## src/oss_pkg.sv

```systemverilog
// Shared constants, types and codes for the orthogonal segment sweep set.
`default_nettype none
package oss_pkg;

    // Set size and coordinate width
    localparam int CAPACITY   = 64;
    localparam int COORD_BITS = 16;

    typedef logic [COORD_BITS-1:0] t_coord;

    // Input action codes
    localparam logic [1:0] ACT_INSERT = 2'd0;
    localparam logic [1:0] ACT_DELETE = 2'd1;
    localparam logic [1:0] ACT_QUERY  = 2'd2;

    // Result kind codes
    localparam logic [2:0] KIND_INSERTED  = 3'd0;
    localparam logic [2:0] KIND_DUPLICATE = 3'd1;
    localparam logic [2:0] KIND_FULL      = 3'd2;
    localparam logic [2:0] KIND_DELETED   = 3'd3;
    localparam logic [2:0] KIND_NOT_FOUND = 3'd4;
    localparam logic [2:0] KIND_HIT       = 3'd5;
    localparam logic [2:0] KIND_NONE      = 3'd6;

    // Command broadcast to every cell of the row
    typedef struct packed {
        logic   ins;    // insert key in sorted place
        logic   del;    // remove key, close the gap
        logic   load;   // copy row into scan chain
        logic   shift;  // move scan chain one cell toward cell 0
        t_coord key;
        t_coord lo;
        t_coord hi;
    } t_cell_ctl;

    // Status a cell shows to its neighbors and to the controller
    typedef struct packed {
        logic valid;    // entry holds an x
        logic gt;       // entry is greater than key
        logic match;    // entry equals key
        logic inr;      // entry lies inside [lo, hi]
        logic shit;     // scan chain entry is a hit
    } t_cell_stat;

endpackage
`default_nettype wire

```

## src/oss_cell.sv

```systemverilog
// One cell of the sorted active-set row plus its scan-chain stage.
`default_nettype none
module oss_cell import oss_pkg::*; (
    input  wire logic       i_clk,
    input  wire logic       i_rst_n,
    input  wire t_cell_ctl  i_ctl,
    input  wire t_coord     i_left_x,
    input  wire t_cell_stat i_left,
    input  wire t_coord     i_right_x,
    input  wire t_coord     i_right_sx,
    input  wire t_cell_stat i_right,
    output t_coord          o_x,
    output t_coord          o_sx,
    output t_cell_stat      o_stat
);

    t_coord r_x, n_x, r_sx, n_sx;
    logic   r_valid, n_valid, r_shit, n_shit;
    logic   w_gt, w_ge;

    // Compare the held entry against the broadcast key and range
    assign w_gt = r_valid && (r_x > i_ctl.key);
    assign w_ge = r_valid && (r_x >= i_ctl.key);

    assign o_stat.valid = r_valid;
    assign o_stat.gt    = w_gt;
    assign o_stat.match = r_valid && (r_x == i_ctl.key);
    assign o_stat.inr   = r_valid && (r_x >= i_ctl.lo) && (r_x <= i_ctl.hi);
    assign o_stat.shit  = r_shit;
    assign o_x          = r_x;
    assign o_sx         = r_sx;

    // Insert opens a slot by shifting right; delete closes it by shifting left
    always_comb begin
        n_x     = r_x;
        n_valid = r_valid;
        if (i_ctl.ins && (w_gt || (!r_valid && i_left.valid))) begin
            n_x     = i_left.gt ? i_left_x : i_ctl.key;
            n_valid = 1'b1;
        end else if (i_ctl.del && w_ge) begin
            n_x     = i_right_x;
            n_valid = i_right.valid;
        end
    end

    // Load the scan chain from the row, or advance it toward cell 0
    always_comb begin
        n_sx   = r_sx;
        n_shit = r_shit;
        if (i_ctl.load) begin
            n_sx   = r_x;
            n_shit = o_stat.inr;
        end else if (i_ctl.shift) begin
            n_sx   = i_right_sx;
            n_shit = i_right.shit;
        end
    end

    always_ff @(posedge i_clk) begin
        if (!i_rst_n) begin
            r_valid <= 1'b0;
            r_shit  <= 1'b0;
        end else begin
            r_valid <= n_valid;
            r_shit  <= n_shit;
        end
        r_x  <= n_x;
        r_sx <= n_sx;
    end

endmodule
`default_nettype wire

```

## config.mk

```make
export PLATFORM = sky130hd
export DESIGN_NAME = oss_cell
export DESIGN_NICKNAME = d
export VERILOG_FILES = /design/src/oss_pkg.sv /design/src/oss_cell.sv
export SDC_FILE = /design/constraint.sdc
export NUM_CORES = 1
export LEC_CHECK = 0
export ABC_AREA = 0
export BUFFER_PORTS_ARGS = -buffer_cell sky130_fd_sc_hd__buf_2
export CORE_ASPECT_RATIO = 1.1
export CORE_MARGIN = 1.5
export CORE_UTILIZATION = 40
export DETAILED_ROUTE_END_ITERATION = 7
export PLACE_DENSITY = 0.72
export SYNTH_ARGS = -nofsm -noshare
export SYNTH_HDL_FRONTEND = slang
export SYNTH_SLANG_ARGS = --single-unit
```

## constraint.sdc

```tcl
create_clock -name i_clk -period 3.25 [get_ports i_clk]
set_input_delay 0.1625 -clock i_clk [delete_from_list [all_inputs] [get_ports i_clk]]
set_output_delay 0.1625 -clock i_clk [all_outputs]
set_load 0.1 [all_outputs]
```

==> results of run 1 <==
==> placed cells by master (no fill, tap or decap), types with 2 or more instances in the layout <==
cell type                   synthesis  routed
sky130_fd_sc_hd__buf_2              0     141
sky130_fd_sc_hd__a2111oi_0          3       2
sky130_fd_sc_hd__buf_4              3       3
sky130_fd_sc_hd__o21ai_0           24      24
sky130_fd_sc_hd__nor2_1             5       5
sky130_fd_sc_hd__nand3_1            5       5
sky130_fd_sc_hd__a21oi_1           19      19
sky130_fd_sc_hd__a21boi_0           2       2
sky130_fd_sc_hd__and4_1             2       2
sky130_fd_sc_hd__inv_1             51      51
sky130_fd_sc_hd__nand2_1           33      33
sky130_fd_sc_hd__ha_4               0       4
sky130_fd_sc_hd__dfxtp_1            2       2
sky130_fd_sc_hd__edfxtp_1          32      32
sky130_fd_sc_hd__ha_1              48      44
sky130_fd_sc_hd__mux2_2            24      24
sky130_fd_sc_hd__clkbuf_1           4       2
sky130_fd_sc_hd__clkbuf_8           0       5
sky130_fd_sc_hd__nand4_1            6       6
sky130_fd_sc_hd__a21o_1             3       3
sky130_fd_sc_hd__mux2_4             9       9
==> worst max-delay path by stage <==
stage | start | end | slack (ns) | depth (start not counted)
finish | o_x[14]$_DFFE_PP_ | o_stat[1] | 0.23 | 7
global route | o_x[14]$_DFFE_PP_ | o_stat[1] | 0.03 | 7
CTS | o_x[14]$_DFFE_PP_ | o_stat[1] | 0.10 | 7
detailed placement | o_x[11]$_DFFE_PP_ | o_x[0]$_DFFE_PP_ | 0.32 | 7
global placement | o_x[11]$_DFFE_PP_ | o_x[8]$_DFFE_PP_ | 0.35 | 7
floorplan | o_x[5]$_DFFE_PP_ | r_shit$_SDFFE_PN0P_ | -0.09 | 7
==> layout make-up <==
class	instances	area, µm²
fill	653	3170
clock buffer	7	76.3
inverter	51	191
sequential	34	1000
multi-input combinational	202	1770
timing repair buffer	145	736
tap	85	106
==> metal layers <==
layer | vias to the layer above | global-route usage [%] | wire length (µm)
met3 | 4 | 2.67 | 357
met1 | 1198 | 21.3 | 3100
met2 | 76 | 35.3 | 3890
met5 | - | 0 | 0
li1 | 1345 | - | -
met4 | 0 | 4.17 | 37
==> kinds of logic (layout without fill, tap and decap cells) <==
| family | count (synthesis) | after routing | share of synthesized area, % |
|---|---|---|---|
| AO/OA/AOI/OAI | 62 | 62 | 13.4 |
| buffers and inverters | 60 | 203 | 8.46 |
| AND/OR/NAND/NOR | 58 | 58 | 9.24 |
| adder cells (fa/ha/maj) | 48 | 48 | 20.5 |
| multiplexers | 34 | 34 | 14.2 |
| flip-flops | 34 | 34 | 34.2 |
==> registers in the layout, summed over array words and instances, names as in the netlist <==
signal   count
o_sx        16
r_shit       1
r_valid      1
o_x         16
==> stage by stage <==
stage / util, % / hold WS [ns] / total power [µW] / instance area (µm²)
after floorplan: - / 0.296 / 1180 / 3020
after global placement: 53.9 / 0.445 / 1340 / 3800
after detailed placement: 53.9 / 0.454 / 1360 / 3800
after CTS: 55.0 / 0.153 / 1660 / 3870
after global routing: 55.0 / 0.158 / 1730 / 3880
final: 55.0 / 0.168 / 1640 / 3880
==> power groups by stage <==
stage          Sequential [µW]  Combinational [µW]  Clock (µW)
3_5_place_dp               590                 769           0
2_1_floorplan              877                 305           0
3_3_place_gp               587                 750           0
5_1_grt                    586                 824         324
4_1_cts                    580                 771         308
6_report                   580                 765         298
==> what timing repair did <==
action | in CTS | in global routing
hold endpoints to repair | 0 | 0
endpoints found under the setup margin | 0 | 1
resized for setup | 0 | 1
==> flow_results.org, run 1 <==
** Logic synthesis
- By area the synthesized netlist is led by sky130_fd_sc_hd__edfxtp_1 33%, sky130_fd_sc_hd__ha_1 21%, sky130_fd_sc_hd__mux2_2 9.2%, sky130_fd_sc_hd__inv_1 6.5%, sky130_fd_sc_hd__mux2_4 4.6%.
- Number of nets in the synthesized netlist :: 456
- The synthesized design devotes to its leading area cell type 32.8% of total area.
- Yosys printed 0 warnings.
- Netlist cell types :: 38
- After synthesis, the share of flip-flops with an asynchronous set or reset is 0%.
- After technology mapping, the gate count stands at between 200 and 300.
- In this run the cell area of the synthesized design comes to 2930 µm².
- Flop and latch count out of synthesis :: 34
- For this run, the register share of the synthesized area comes to roughly a third.
- Post-synth top cells :: 51 x sky130_fd_sc_hd__inv_1, 48 x sky130_fd_sc_hd__ha_1, 33 x sky130_fd_sc_hd__nand2_1
- Cell accounting for the most synthesized area :: sky130_fd_sc_hd__edfxtp_1
- Number of enable-type register cells in the synthesized netlist :: 32
- In the post-synthesis netlist, the cell with the most instances is sky130_fd_sc_hd__inv_1.
- Average size of a mapped cell :: between 9 and 10 µm²
- Among all flip-flop cells after synthesis, the most frequent one is sky130_fd_sc_hd__edfxtp_1.

** Setup path
- For this run, the slowest stage of the critical path takes 0.53 ns.
- For the worst flop-to-flop path, the logic depth is 7.
- For the worst setup path, the data arrival time is between 2 and 3 ns.
- Across all register-to-register paths, the minimum setup slack is between 0.3 and 0.4 ns.
- STA classifies the critical path endpoint as an output port.
- The cell family contributing the most delay on the critical path is compound AO/OA/AOI/OAI gates.
- The worst setup path is launched from a register.
- Slowest cell on crit path :: sky130_fd_sc_hd__a2111oi_0
- Reg-to-reg endpoint :: o_x[0]$_DFFE_PP_
- Highest net fanout along the worst path :: 5
- The worst setup path is of the register to output port kind.
- Worst path cell trace :: ha_1 > and4_1 > nand2_1 > a2111oi_0 > a2111oi_1 > a221oi_4 > clkbuf_4
- The startpoint identified for the worst register-to-register timing path is o_x[11]$_DFFE_PP_.
- CP required :: just over 3 ns
- Counting both buffers and inverters, the worst setup path holds a total of 1.

** Min path
- Hold path startpoint :: i_rst_n
- In this run the worst hold path is classified as primary input to register.
- The path with the worst hold slack has its endpoint at r_shit$_SDFFE_PN0P_.
- Counting instances, the worst hold path has a depth of 2.

** Power and ir drop
- Power per Cell Area :: roughly 420 nW/µm²
- Combinational logic is responsible for about 47% of the overall power.
- The share of total power dissipated in the clock network is 18.1%.
- Switching part of the total power :: approximately 44%
- Sequential cells burn about a third of the power.
- Summed over all cells, the static leakage comes to approximately 0.002 µW.
- Summed over all nets, the switching power comes to a little over 700 µW.
- Peak VDD IR :: between 0.2 and 0.3 mV
- Internal Pwr Total :: approximately 920 µW

** Final layout
- Number of antenna diodes :: 0
- Post-Layout Cell Count :: 524
- Of the cells placed in the final design, the portion with a size suffix greater than 1 is between 40% and 50%.
- The area growth from synthesis to layout is 32.5%.
- For this run, the post-layout net count is approximately 600.

** Global routing
- Pin count of the biggest net entering global routing :: 32
- Global route total overflow :: 0
- GRT Total Usage :: 18.4%
- The number of global-route vias before repair is roughly 2600.
- The first global-routing pass estimated approximately 11000 µm of wire.
- The initial antenna violation count is 0.

** Drt
- Detailed-routing iteration count for the pre-antenna-repair pass :: 4
- Count of vias placed by the detailed router :: between 2000 and 3000
- Post-detailed-route DRC marker count :: 0
- After the first detailed-routing iteration, the DRC count stood at 40.
- Via density per instance :: between 5 and 6
- After detailed routing, the total wire length is 7390 µm.
- DR WL/cell :: 14.1 µm
- Once detail routing completed, the nets flagged for antenna violations numbered 0.

** Floorplan
- The die is between 90 and 100 µm tall.
- Die span in x :: 84.6 µm
- The initialized floorplan defines 32 standard-cell rows.
- Area of the core :: 7050 µm²
- Starting density of the core :: about two fifths
- Area of the die :: around 7800 µm²
- In this run the count of I/O pins placed on the die edge is ~150.

** Clock network
- For this design, the sink count on the clock tree is 34.
- Clock latency at the later pin of the worst-skew pair :: 0.28 ns
- After clock tree synthesis, the clock-pin slew on the worst setup and hold paths is 0.07 ns.
- The H-tree generated during clock tree synthesis spans 2 levels.
- Maximum number of buffers from clock root to sink :: 2
- Once the clock tree was built, the setup fixing pass inserted 0 buffers.
- Total CTS buffers :: 5
- For this design, the CTS-stage hold fixing added 0 buffers.
- Clock root cell :: sky130_fd_sc_hd__clkbuf_8
- TritonCTS built the clock tree.

** Place
- Minimum setup slack after placement :: roughly 0.32 ns
- Routability-driven placement finished with a final weighted congestion of around 0.86.
- Half-perimeter wire length after placement :: 6190 µm
- Buffers placed on the I/O ports in this run total 142.
- Counting tap cells, the placed design contains a total of approximately 520 instances.

** STA
- Worst clock skew :: 0.00648 ns
- Pins Over Slew Limit :: 0
- Slew at the pin with the worst max-slew slack :: between 0.5 and 0.6 ns
- The worst pin sits at a relative slew slack of 61.2%.
- Final critical path time including I/O delays and setup :: ~3 ns
- Adding up every negative setup slack in the final design gives 0 ns.
- Final count of negative-setup-slack endpoints :: 0
- Static timing analysis puts the maximum clock frequency at ~330 MHz.
- Share of the cycle needed by the critical path after routing :: between 90% and 100%
- The count of endpoints failing hold in the final timing report was 0.
- Worst setup margin :: about 0.23 ns
- Setup repair after global routing missed its margin :: false

** Outcome
- The run finished with clean final reports.

** Flow run
- Reported max-cap violation count :: 0
Power figures use the tool's default switching activity.
==> inputs of run 2 (changes only) <==
--- a/config.mk
+++ b/config.mk
@@ -7,7 +7,7 @@
 export LEC_CHECK = 0
 export ABC_AREA = 0
 export BUFFER_PORTS_ARGS = -buffer_cell sky130_fd_sc_hd__buf_2
-export CORE_ASPECT_RATIO = 1.1
+export CORE_ASPECT_RATIO = 0.7
 export CORE_MARGIN = 1.5
 export CORE_UTILIZATION = 40
 export DETAILED_ROUTE_END_ITERATION = 7
==> flow_results.org, run 2 (synthesis results as in run 1) <==
** Setup path
- On the critical path, the stage with the largest delay is an instance of sky130_fd_sc_hd__a2111oi_1.
- Among cell families on the critical path, the largest total delay comes from compound AO/OA/AOI/OAI gates.
- The data arrival time at the worst-slack endpoint came to 2.90 ns (+0.04 ns).
- The signal on the critical path passes through inv_1 > ha_1 > nand2b_1 > a2111oi_0 > a2111oi_0 > a2111oi_1 > a221oi_4 > buf_2.
- The combined buffer and inverter count along the critical path came to 2 (+1).
- Element type at the critical path end :: output port
- Most prevalent standard cell on the critical path :: sky130_fd_sc_hd__a2111oi_0
- The worst register-to-register path begins at o_x[9]$_DFFE_PP_.
- The worst setup path is of the register to output port kind.
- The largest incremental delay on the critical path is 0.62 ns (+0.09 ns).
- Highest net fanout along the worst path :: 3 (-2)
- Critical path depth :: 8 (+1)
- The number of cell instances on the worst register-to-register path came to 8 (+1).
- The worst setup path is launched from a register.
- CP required :: 3.09 ns (about the same)
- Critical path launch point :: o_x[0]$_DFFE_PP_

** Clock network
- TritonCTS clock tree :: done
- CTS Hold Bufs :: 0 (unchanged)
- The number of cells upsized or downsized after cts was 0 (unchanged).
- Clock latency at the later pin of the worst-skew pair :: 0.29 ns (about the same)
- The total setup buffers inserted after CTS is 0 (unchanged).
- CTS placed an instance of sky130_fd_sc_hd__clkbuf_8 at the clock tree root.
- The clock transition at the register clock pins on the worst setup and hold paths after CTS was 0.07 ns (about the same).
- Maximum number of buffers from clock root to sink :: 2 (unchanged)
- The level count of the clock H-tree came to 2 (unchanged).
- Total CTS buffers :: 5 (unchanged)
- The number of clock sinks is 34 (unchanged).

** STA
- The worst hold-check slack was 0.169 ns (+0.00102 ns).
- Setup repair after global routing left no endpoint under its margin.
- Final count of negative-setup-slack endpoints :: 0 (unchanged)
- Maximum operating frequency :: 326 MHz (-1.2%)
- Share of the cycle needed by the critical path after routing :: 94.2% (+1.2 points)
- Fin. Hold Viols :: 0 (unchanged)
- The worst slew margin relative to its limit came to 58.9% (-2.3 points).
- The final-report max-slew violation count came to 0 (unchanged).
- Slew at the pin with the worst max-slew slack :: 0.615 ns (+0.0472 ns)
- Final critical path time including I/O delays and setup :: 3.06 ns (+0.0379 ns)
- The post-route clock skew came to 0.00820 ns (+0.00172 ns).

** Outcome
- The run finished with clean final reports.

** Final layout
- Most frequent cells in the layout :: 142 x sky130_fd_sc_hd__buf_2, 51 x sky130_fd_sc_hd__inv_1, 44 x sky130_fd_sc_hd__ha_1
- From synthesis to final layout, the design area changed by 33.4%.
- The final standard cell count with taps included and fillers excluded was 536 (+2.3%).
- The storage element area came to 1000 µm² (unchanged).
- The area of the multi-input gates was 1770 µm² (unchanged).
- Most common library cell in the layout ignoring fill and taps :: sky130_fd_sc_hd__buf_2
- The number of antenna cells inserted came to 0 (unchanged).
- The fill cell instance count of the final layout was 624 (-4.4%).
- Share of post-route cells with drive strength above 1 :: 44.3% (+0.15 points)
- The final net count came to 601 (+0.33%).

** Drt
- The antenna violation net count after detailed routing is 0 (unchanged).
- Met3 routed WL :: 533 µm (+49%)
- The detailed-route wire length per cell came to 14.3 µm (+1.1%).
- The via count of the routed design is 2670 (+1.8%).
- Total Wirelength :: 7640 µm (+3.5%)
- The met2 layer wire length in the routed design is 3370 µm (-13%).
- The met1 wire length was 3690 µm (+19%).
- Detailed-routing iteration count for the pre-antenna-repair pass :: 6 (+2)
- The number of DRC violations after detailed-routing iteration 0 is 92 (+130%).
- The DRC violation count after routing is 0 (unchanged).
- Via density per instance :: 4.98 (-0.49%)
- After detailed routing, no signal wire sits above met4.

** Power and ir drop
- The highest ir drop seen on vdd came to 0.194 mV (-27%).
- The power per cell area was 424 nW/µm² (about the same).
- The total power is 1650 µW (+0.71%).
- Standby leakage power :: 0.00201 µW (+0.59%)

** Global routing
- Number of antenna violations at the first check in global routing :: 0 (unchanged)
- The number of global-route vias before repair is 2499 (-2.1%).
- The first-pass GRT wire length came to 11700 µm (+2.2%).
- GRT Total Usage :: 19.7% (+1.3 points)
- The largest net degree at the start of global routing is 32 (unchanged).
- Global route total overflow :: 0 (unchanged)

** Place
- Placed cell count :: 528 (+2.1%)
- The final weighted congestion in routability-driven placement is 0.919 (+6.8%).
- Half-perimeter wire length after placement :: 6320 µm (+2.2%)
- The count of port buffers added during placement came to 142 (unchanged).

** Floorplan
- The top-level I/O count came to 149 (unchanged).
- The area of the core was 6910 µm² (-1.9%).
- The horizontal die dimension is 105 µm (+24%).
- Height of the chip :: 74.6 µm (-20%)
- Area of the die :: 7850 µm² (about the same)
- The initial core utilization is 42.3% (+0.80 points).
- Count of standard-cell rows :: 25 (-22%)

** Min path
- Worst Hold Depth :: 2 (unchanged)
- Hold Path Class :: primary input to register
- In this run the most critical hold path is launched from i_right_x[13].

** Flow run
- The number of violations of the max-capacitance limit came to 0 (unchanged).
-- run 2: routing by layer --
| layer | up-vias | global-route usage, % |
|---|---|---|
| met5 | - | 0 |
| met4 | 0 | 4.26 |
| met3 | 5 | 4.21 |
| met2 | 100 | 33.2 |
| met1 | 1216 | 26.5 |
| li1 | 1349 | - |
-- run 2: final timing paths --
path                            end  slack [ns]
setup / recovery          o_stat[1]        0.19
hold / removal    o_x[13]$_DFFE_PP_        0.17
setup reg to reg   o_x[0]$_DFFE_PP_        0.37
hold reg to reg   o_sx[0]$_DFFE_PP_        0.63
-- run 2: power by group --
part           internal (µW)  total (µW)  switching, µW
Clock                    152         304            151
Combinational            233         769            536
Sequential               540         582           42.5
Total                    925        1650            730
-- run 2: through the flow --
| step | TNS (ns) | setup WS, ns | util [%] | cell area [µm²] |
|---|---|---|---|---|
| 4_1_cts | 0 | 0.169 | 56.5 | 3910 |
| 3_3_place_gp | 0 | 0.427 | 55.3 | 3820 |
| 5_1_grt | 0 | 0.0186 | 56.5 | 3910 |
| 2_1_floorplan | -0.877 | -0.0931 | - | 3020 |
| 3_5_place_dp | 0 | 0.354 | 55.3 | 3820 |
| 6_report | 0 | 0.187 | 56.5 | 3910 |
-- run 2: layout make-up --
class,instances,share of cell area [%]
sequential,34,25.6
tap,94,3.01
inverter,51,4.90
clock buffer,8,2.05
timing repair buffer,147,19.2
multi-input combinational,202,45.2
==> inputs of run 3 (changes only) <==
--- a/config.mk
+++ b/config.mk
@@ -5,13 +5,13 @@
 export SDC_FILE = /design/constraint.sdc
 export NUM_CORES = 1
 export LEC_CHECK = 0
-export ABC_AREA = 0
+export ABC_AREA = 1
 export BUFFER_PORTS_ARGS = -buffer_cell sky130_fd_sc_hd__buf_2
 export CORE_ASPECT_RATIO = 0.7
 export CORE_MARGIN = 1.5
-export CORE_UTILIZATION = 40
+export CORE_UTILIZATION = 38
 export DETAILED_ROUTE_END_ITERATION = 7
-export PLACE_DENSITY = 0.72
+export PLACE_DENSITY = 0.68
 export SYNTH_ARGS = -nofsm -noshare
 export SYNTH_HDL_FRONTEND = slang
 export SYNTH_SLANG_ARGS = --single-unit
==> constraint.sdc (replaced) <==
create_clock -name i_clk -period 3 [get_ports i_clk]
set_input_delay 0.15 -clock i_clk [delete_from_list [all_inputs] [get_ports i_clk]]
set_output_delay 0.15 -clock i_clk [all_outputs]
set_load 0.1 [all_outputs]
==> flow_results.org, run 3 <==
** Setup path
- The data arrival time at the worst-slack endpoint was 2.32 ns (-0.58 ns).
- The startpoint identified for the worst register-to-register timing path is o_x[14]$_DFFE_PP_.
- The largest driver fanout on the critical path is 5 (+2).
- Element type at the critical path end :: output port
- CP required :: 2.85 ns (-0.24 ns)
- The largest incremental delay on the critical path was 0.50 ns (-0.12 ns).
- Among all stages on the critical path, the largest delay is contributed by sky130_fd_sc_hd__edfxtp_1.
- The worst setup path is of the register to output port kind.
- STA classifies the critical path startpoint as a register.
- In this run the worst setup path begins at o_x[7]$_DFFE_PP_.
- Among the stages of the critical path, the cell type that occurs most often is sky130_fd_sc_hd__nand2_1.
- Traced cell by cell, the critical path runs through ha_1 > nand2_1 > nor4_1 > nand2_1 > nor2_2 > buf_2.

** Final layout
- Layout area overhead :: 31.1%
- Final net count :: 712 (+18%)
- Most frequent cells in the layout :: 142 x sky130_fd_sc_hd__buf_2, 135 x sky130_fd_sc_hd__nand2_1, 85 x sky130_fd_sc_hd__inv_1
- The number of antenna cells inserted was 0 (unchanged).
- Multi-input gate area :: 1610 µm² (-8.8%)
- Share of post-route cells with drive strength above 1 :: 28.3% (-16 points)
- Fill cell count :: 731 (+17%)
- Combined flip-flop and latch cell area :: 1000 µm² (unchanged)
- Leaving out fill and tap cells, the most frequent cell in the layout is sky130_fd_sc_hd__buf_2.

** Logic synthesis
- The share of the yosys chip area belonging to registers came to 33.4% (-0.81 points).
- The synthesized instance count came to 411 (+39%).
- The mean post-synth cell area is 7.29 µm² (-26%).
- Top flip-flop cell by instance count after synthesis :: sky130_fd_sc_hd__edfxtp_1
- Count of yosys warnings during synthesis :: 0 (unchanged)
- Area contributors post-synth :: sky130_fd_sc_hd__edfxtp_1 32%, sky130_fd_sc_hd__ha_1 20%, sky130_fd_sc_hd__nand2_1 17%, sky130_fd_sc_hd__inv_1 11%, sky130_fd_sc_hd__o21ai_0 6.0%
- The number of library cell types mapped by synthesis came to 22 (-42%).
- The area share of the largest cell type after synthesis is 32.1% (-0.78 points).
- Post-synth ARST share :: 0% (unchanged)
- Cell accounting for the most synthesized area :: sky130_fd_sc_hd__edfxtp_1
- Post-Synthesis Cell Area :: 3000 µm² (+2.4%)
- The number of flops mapped to enable cells by yosys came to 32 (unchanged).
- Yosys instantiated no cell more often than sky130_fd_sc_hd__nand2_1.
- Flop and latch count out of synthesis :: 34 (unchanged)
- The synthesized netlist net count was 571 (+25%).
- After synthesis, the most frequently instantiated cells are 135 x sky130_fd_sc_hd__nand2_1, 85 x sky130_fd_sc_hd__inv_1, 48 x sky130_fd_sc_hd__ha_1.

** Floorplan
- Count of standard-cell rows :: 26 (+4.0%)
- Top-level port count :: 149 (unchanged)
- Starting density of the core :: 40.1% (-2.3 points)
- The area of the core came to 7480 µm² (+8.2%).
- Area of the die :: 8440 µm² (+7.6%)
- Height of the chip :: 77.3 µm (+3.7%)
- The horizontal die dimension is 109 µm (+3.7%).

** Place
- RePlAce Congestion :: 0.841 (-8.5%)
- Count of port buffers added during placement :: 142 (unchanged)
- The HPWL reported at the end of detailed placement was 6890 µm (+9.0%).

** Global routing
- Wire length of the first global-routing pass :: 12600 µm (+8.2%)
- Global route total overflow :: 0 (unchanged)
- Number of global-route vias before repair :: 2785 (+11%)
- Number of antenna violations at the first check in global routing :: 0 (unchanged)
- The largest net degree at the start of global routing came to 32 (unchanged).
- GRT Total Usage :: 19.3% (-0.44 points)

** Clock network
- The number of clock sinks is 34 (unchanged).
- The root buffer cell chosen for the clock tree is sky130_fd_sc_hd__clkbuf_16.
- The clock transition at the register clock pins on the worst setup and hold paths after CTS came to 0.05 ns (-0.02 ns).
- The total clock buffers created by CTS was 5 (unchanged).
- Clock latency at the later pin of the worst-skew pair :: 0.27 ns (-0.02 ns)
- The number of cells upsized or downsized after cts came to 0 (unchanged).
- TritonCTS built the clock tree.
- The level count of the clock H-tree is 2 (unchanged).
- The total setup buffers inserted after CTS was 0 (unchanged).
- Maximum number of buffers from clock root to sink :: 2 (unchanged)
- CTS Hold Bufs :: 0 (unchanged)

** STA
- The setup TNS after final layout is 0 ns (unchanged).
- The post-route clock skew came to 0.00451 ns (-0.00369 ns).
- Setup repair after global routing left no endpoint under its margin.
- The clock period could shrink to around 2.5 ns.
- Share of the cycle needed by the critical path after routing :: 82.3%
- Pins Over Slew Limit :: 0 (unchanged)
- Maximum operating frequency :: ~410 MHz
- The number of endpoints failing setup at the final stage came to 0 (unchanged).
- The count of endpoints failing hold in the final timing report came to 0 (unchanged).
- The transition time of the tightest slew-check pin came to 0.602 ns (-0.0128 ns).
- Rel. slew slack :: 59.8% (+0.91 points)

** Drt
- Drt first-iter violations :: 80 (-13%)
- The total wire length was 8070 µm (+5.6%).
- Post-detailed-route DRC marker count :: 0 (unchanged)
- Remaining antenna violation count :: 0 (unchanged)
- Via density per instance :: 4.58 (-8.0%)
- The detailed-route wire length per cell is 12.4 µm (-13%).
- The number of iterations in the first detailed-routing pass was 5 (-1).
- Count of vias placed by the detailed router :: 2978 (+12%)

** Outcome
- Status :: complete, no violations

** Power and ir drop
- The total power is 1840 µW (+11%).
- The leakage power is 0.00231 µW (+15%).
- Peak VDD IR :: 0.250 mV (+29%)
- The power per cell area is 468 nW/µm² (+10%).

** Min path
- The worst hold path belongs to the class primary input to register.
- Hold path startpoint :: i_right_sx[1]

** Flow run
- The number of violations of the max-capacitance limit came to 0 (unchanged).
==> run 3: changes by cell type in the layout (fill, tap and decap cells not counted), sizes merged, moves of 3 or more <==
cell and change:
a21oi +4, a21o -3, a2111oi -3, mux2 -32
nand2 +103, nor2 +13, a21boi -3, inv +34
o21ai +11
==> run 3: stage by stage <==
stage	utilization, %	hold WS (ns)	cells	cell area, µm²	setup WS, ns
after floorplan	-	0.282	411	3000	0.148
after global placement	50.8	0.424	643	3800	0.657
after detailed placement	50.8	0.415	643	3800	0.592
after CTS	52.5	0.138	650	3930	0.502
after global routing	52.5	0.153	650	3930	0.388
final	52.5	0.148	650	3930	0.532
==> run 3: worst paths after layout <==
| check | slack [ns] | cells after the start | end |
|---|---|---|---|
| max | 0.53 | 6 | o_stat[2] |
| min | 0.15 | 3 | o_sx[1]$_DFFE_PP_ |
| max reg2reg | 0.60 | 9 | o_x[6]$_DFFE_PP_ |
| min reg2reg | 0.48 | 2 | r_shit$_SDFFE_PN0P_ |
==> run 3: cell type report <==
| class | instances | share of cell area [%] |
|---|---|---|
| inverters | 86 | 8.21 |
| clock buffers | 7 | 3.37 |
| well taps | 98 | 3.12 |
| repair buffers | 146 | 18.8 |
| multi-input cells | 279 | 41.0 |
| flip-flops and latches | 34 | 25.5 |
==> run 3: layer usage <==
metal  track usage [%]  share of wire [%]  vias to the layer above
met5                 0                  0                        -
met4              3.16               0.24                        0
met3              5.44                8.1                        2
met2              30.3                 43                      114
met1              26.5                 49                     1279
li1                  -                  -                     1583
==> run 3: kinds of logic (layout without fill, tap and decap cells) <==
kind of cell    count (synthesis)  in the layout  synth area share, %
flops                          34             34                 33.4
mux                             1              1                0.376
buf+inv                        98            239                 12.9
compound gates                 64             64                 11.5
fa+ha+maj                      48             48                 20.0
simple gates                  166            166                 21.8
==> run 3: where the power goes <==
| group | switching, µW | total, µW | internal [µW] |
|---|---|---|---|
| sequential | 42.8 | 622 | 579 |
| combinational | 546 | 744 | 198 |
| clock | 172 | 475 | 303 |
==> run 3: worst max-delay path, delay by kind of cell, from the launching register on <==
kind	cells	cell delay, ns
buffers and inverters	1	0.44
flip-flops	1	0.50
adder cells (fa/ha/maj)	1	0.35
AND/OR/NAND/NOR	4	0.75
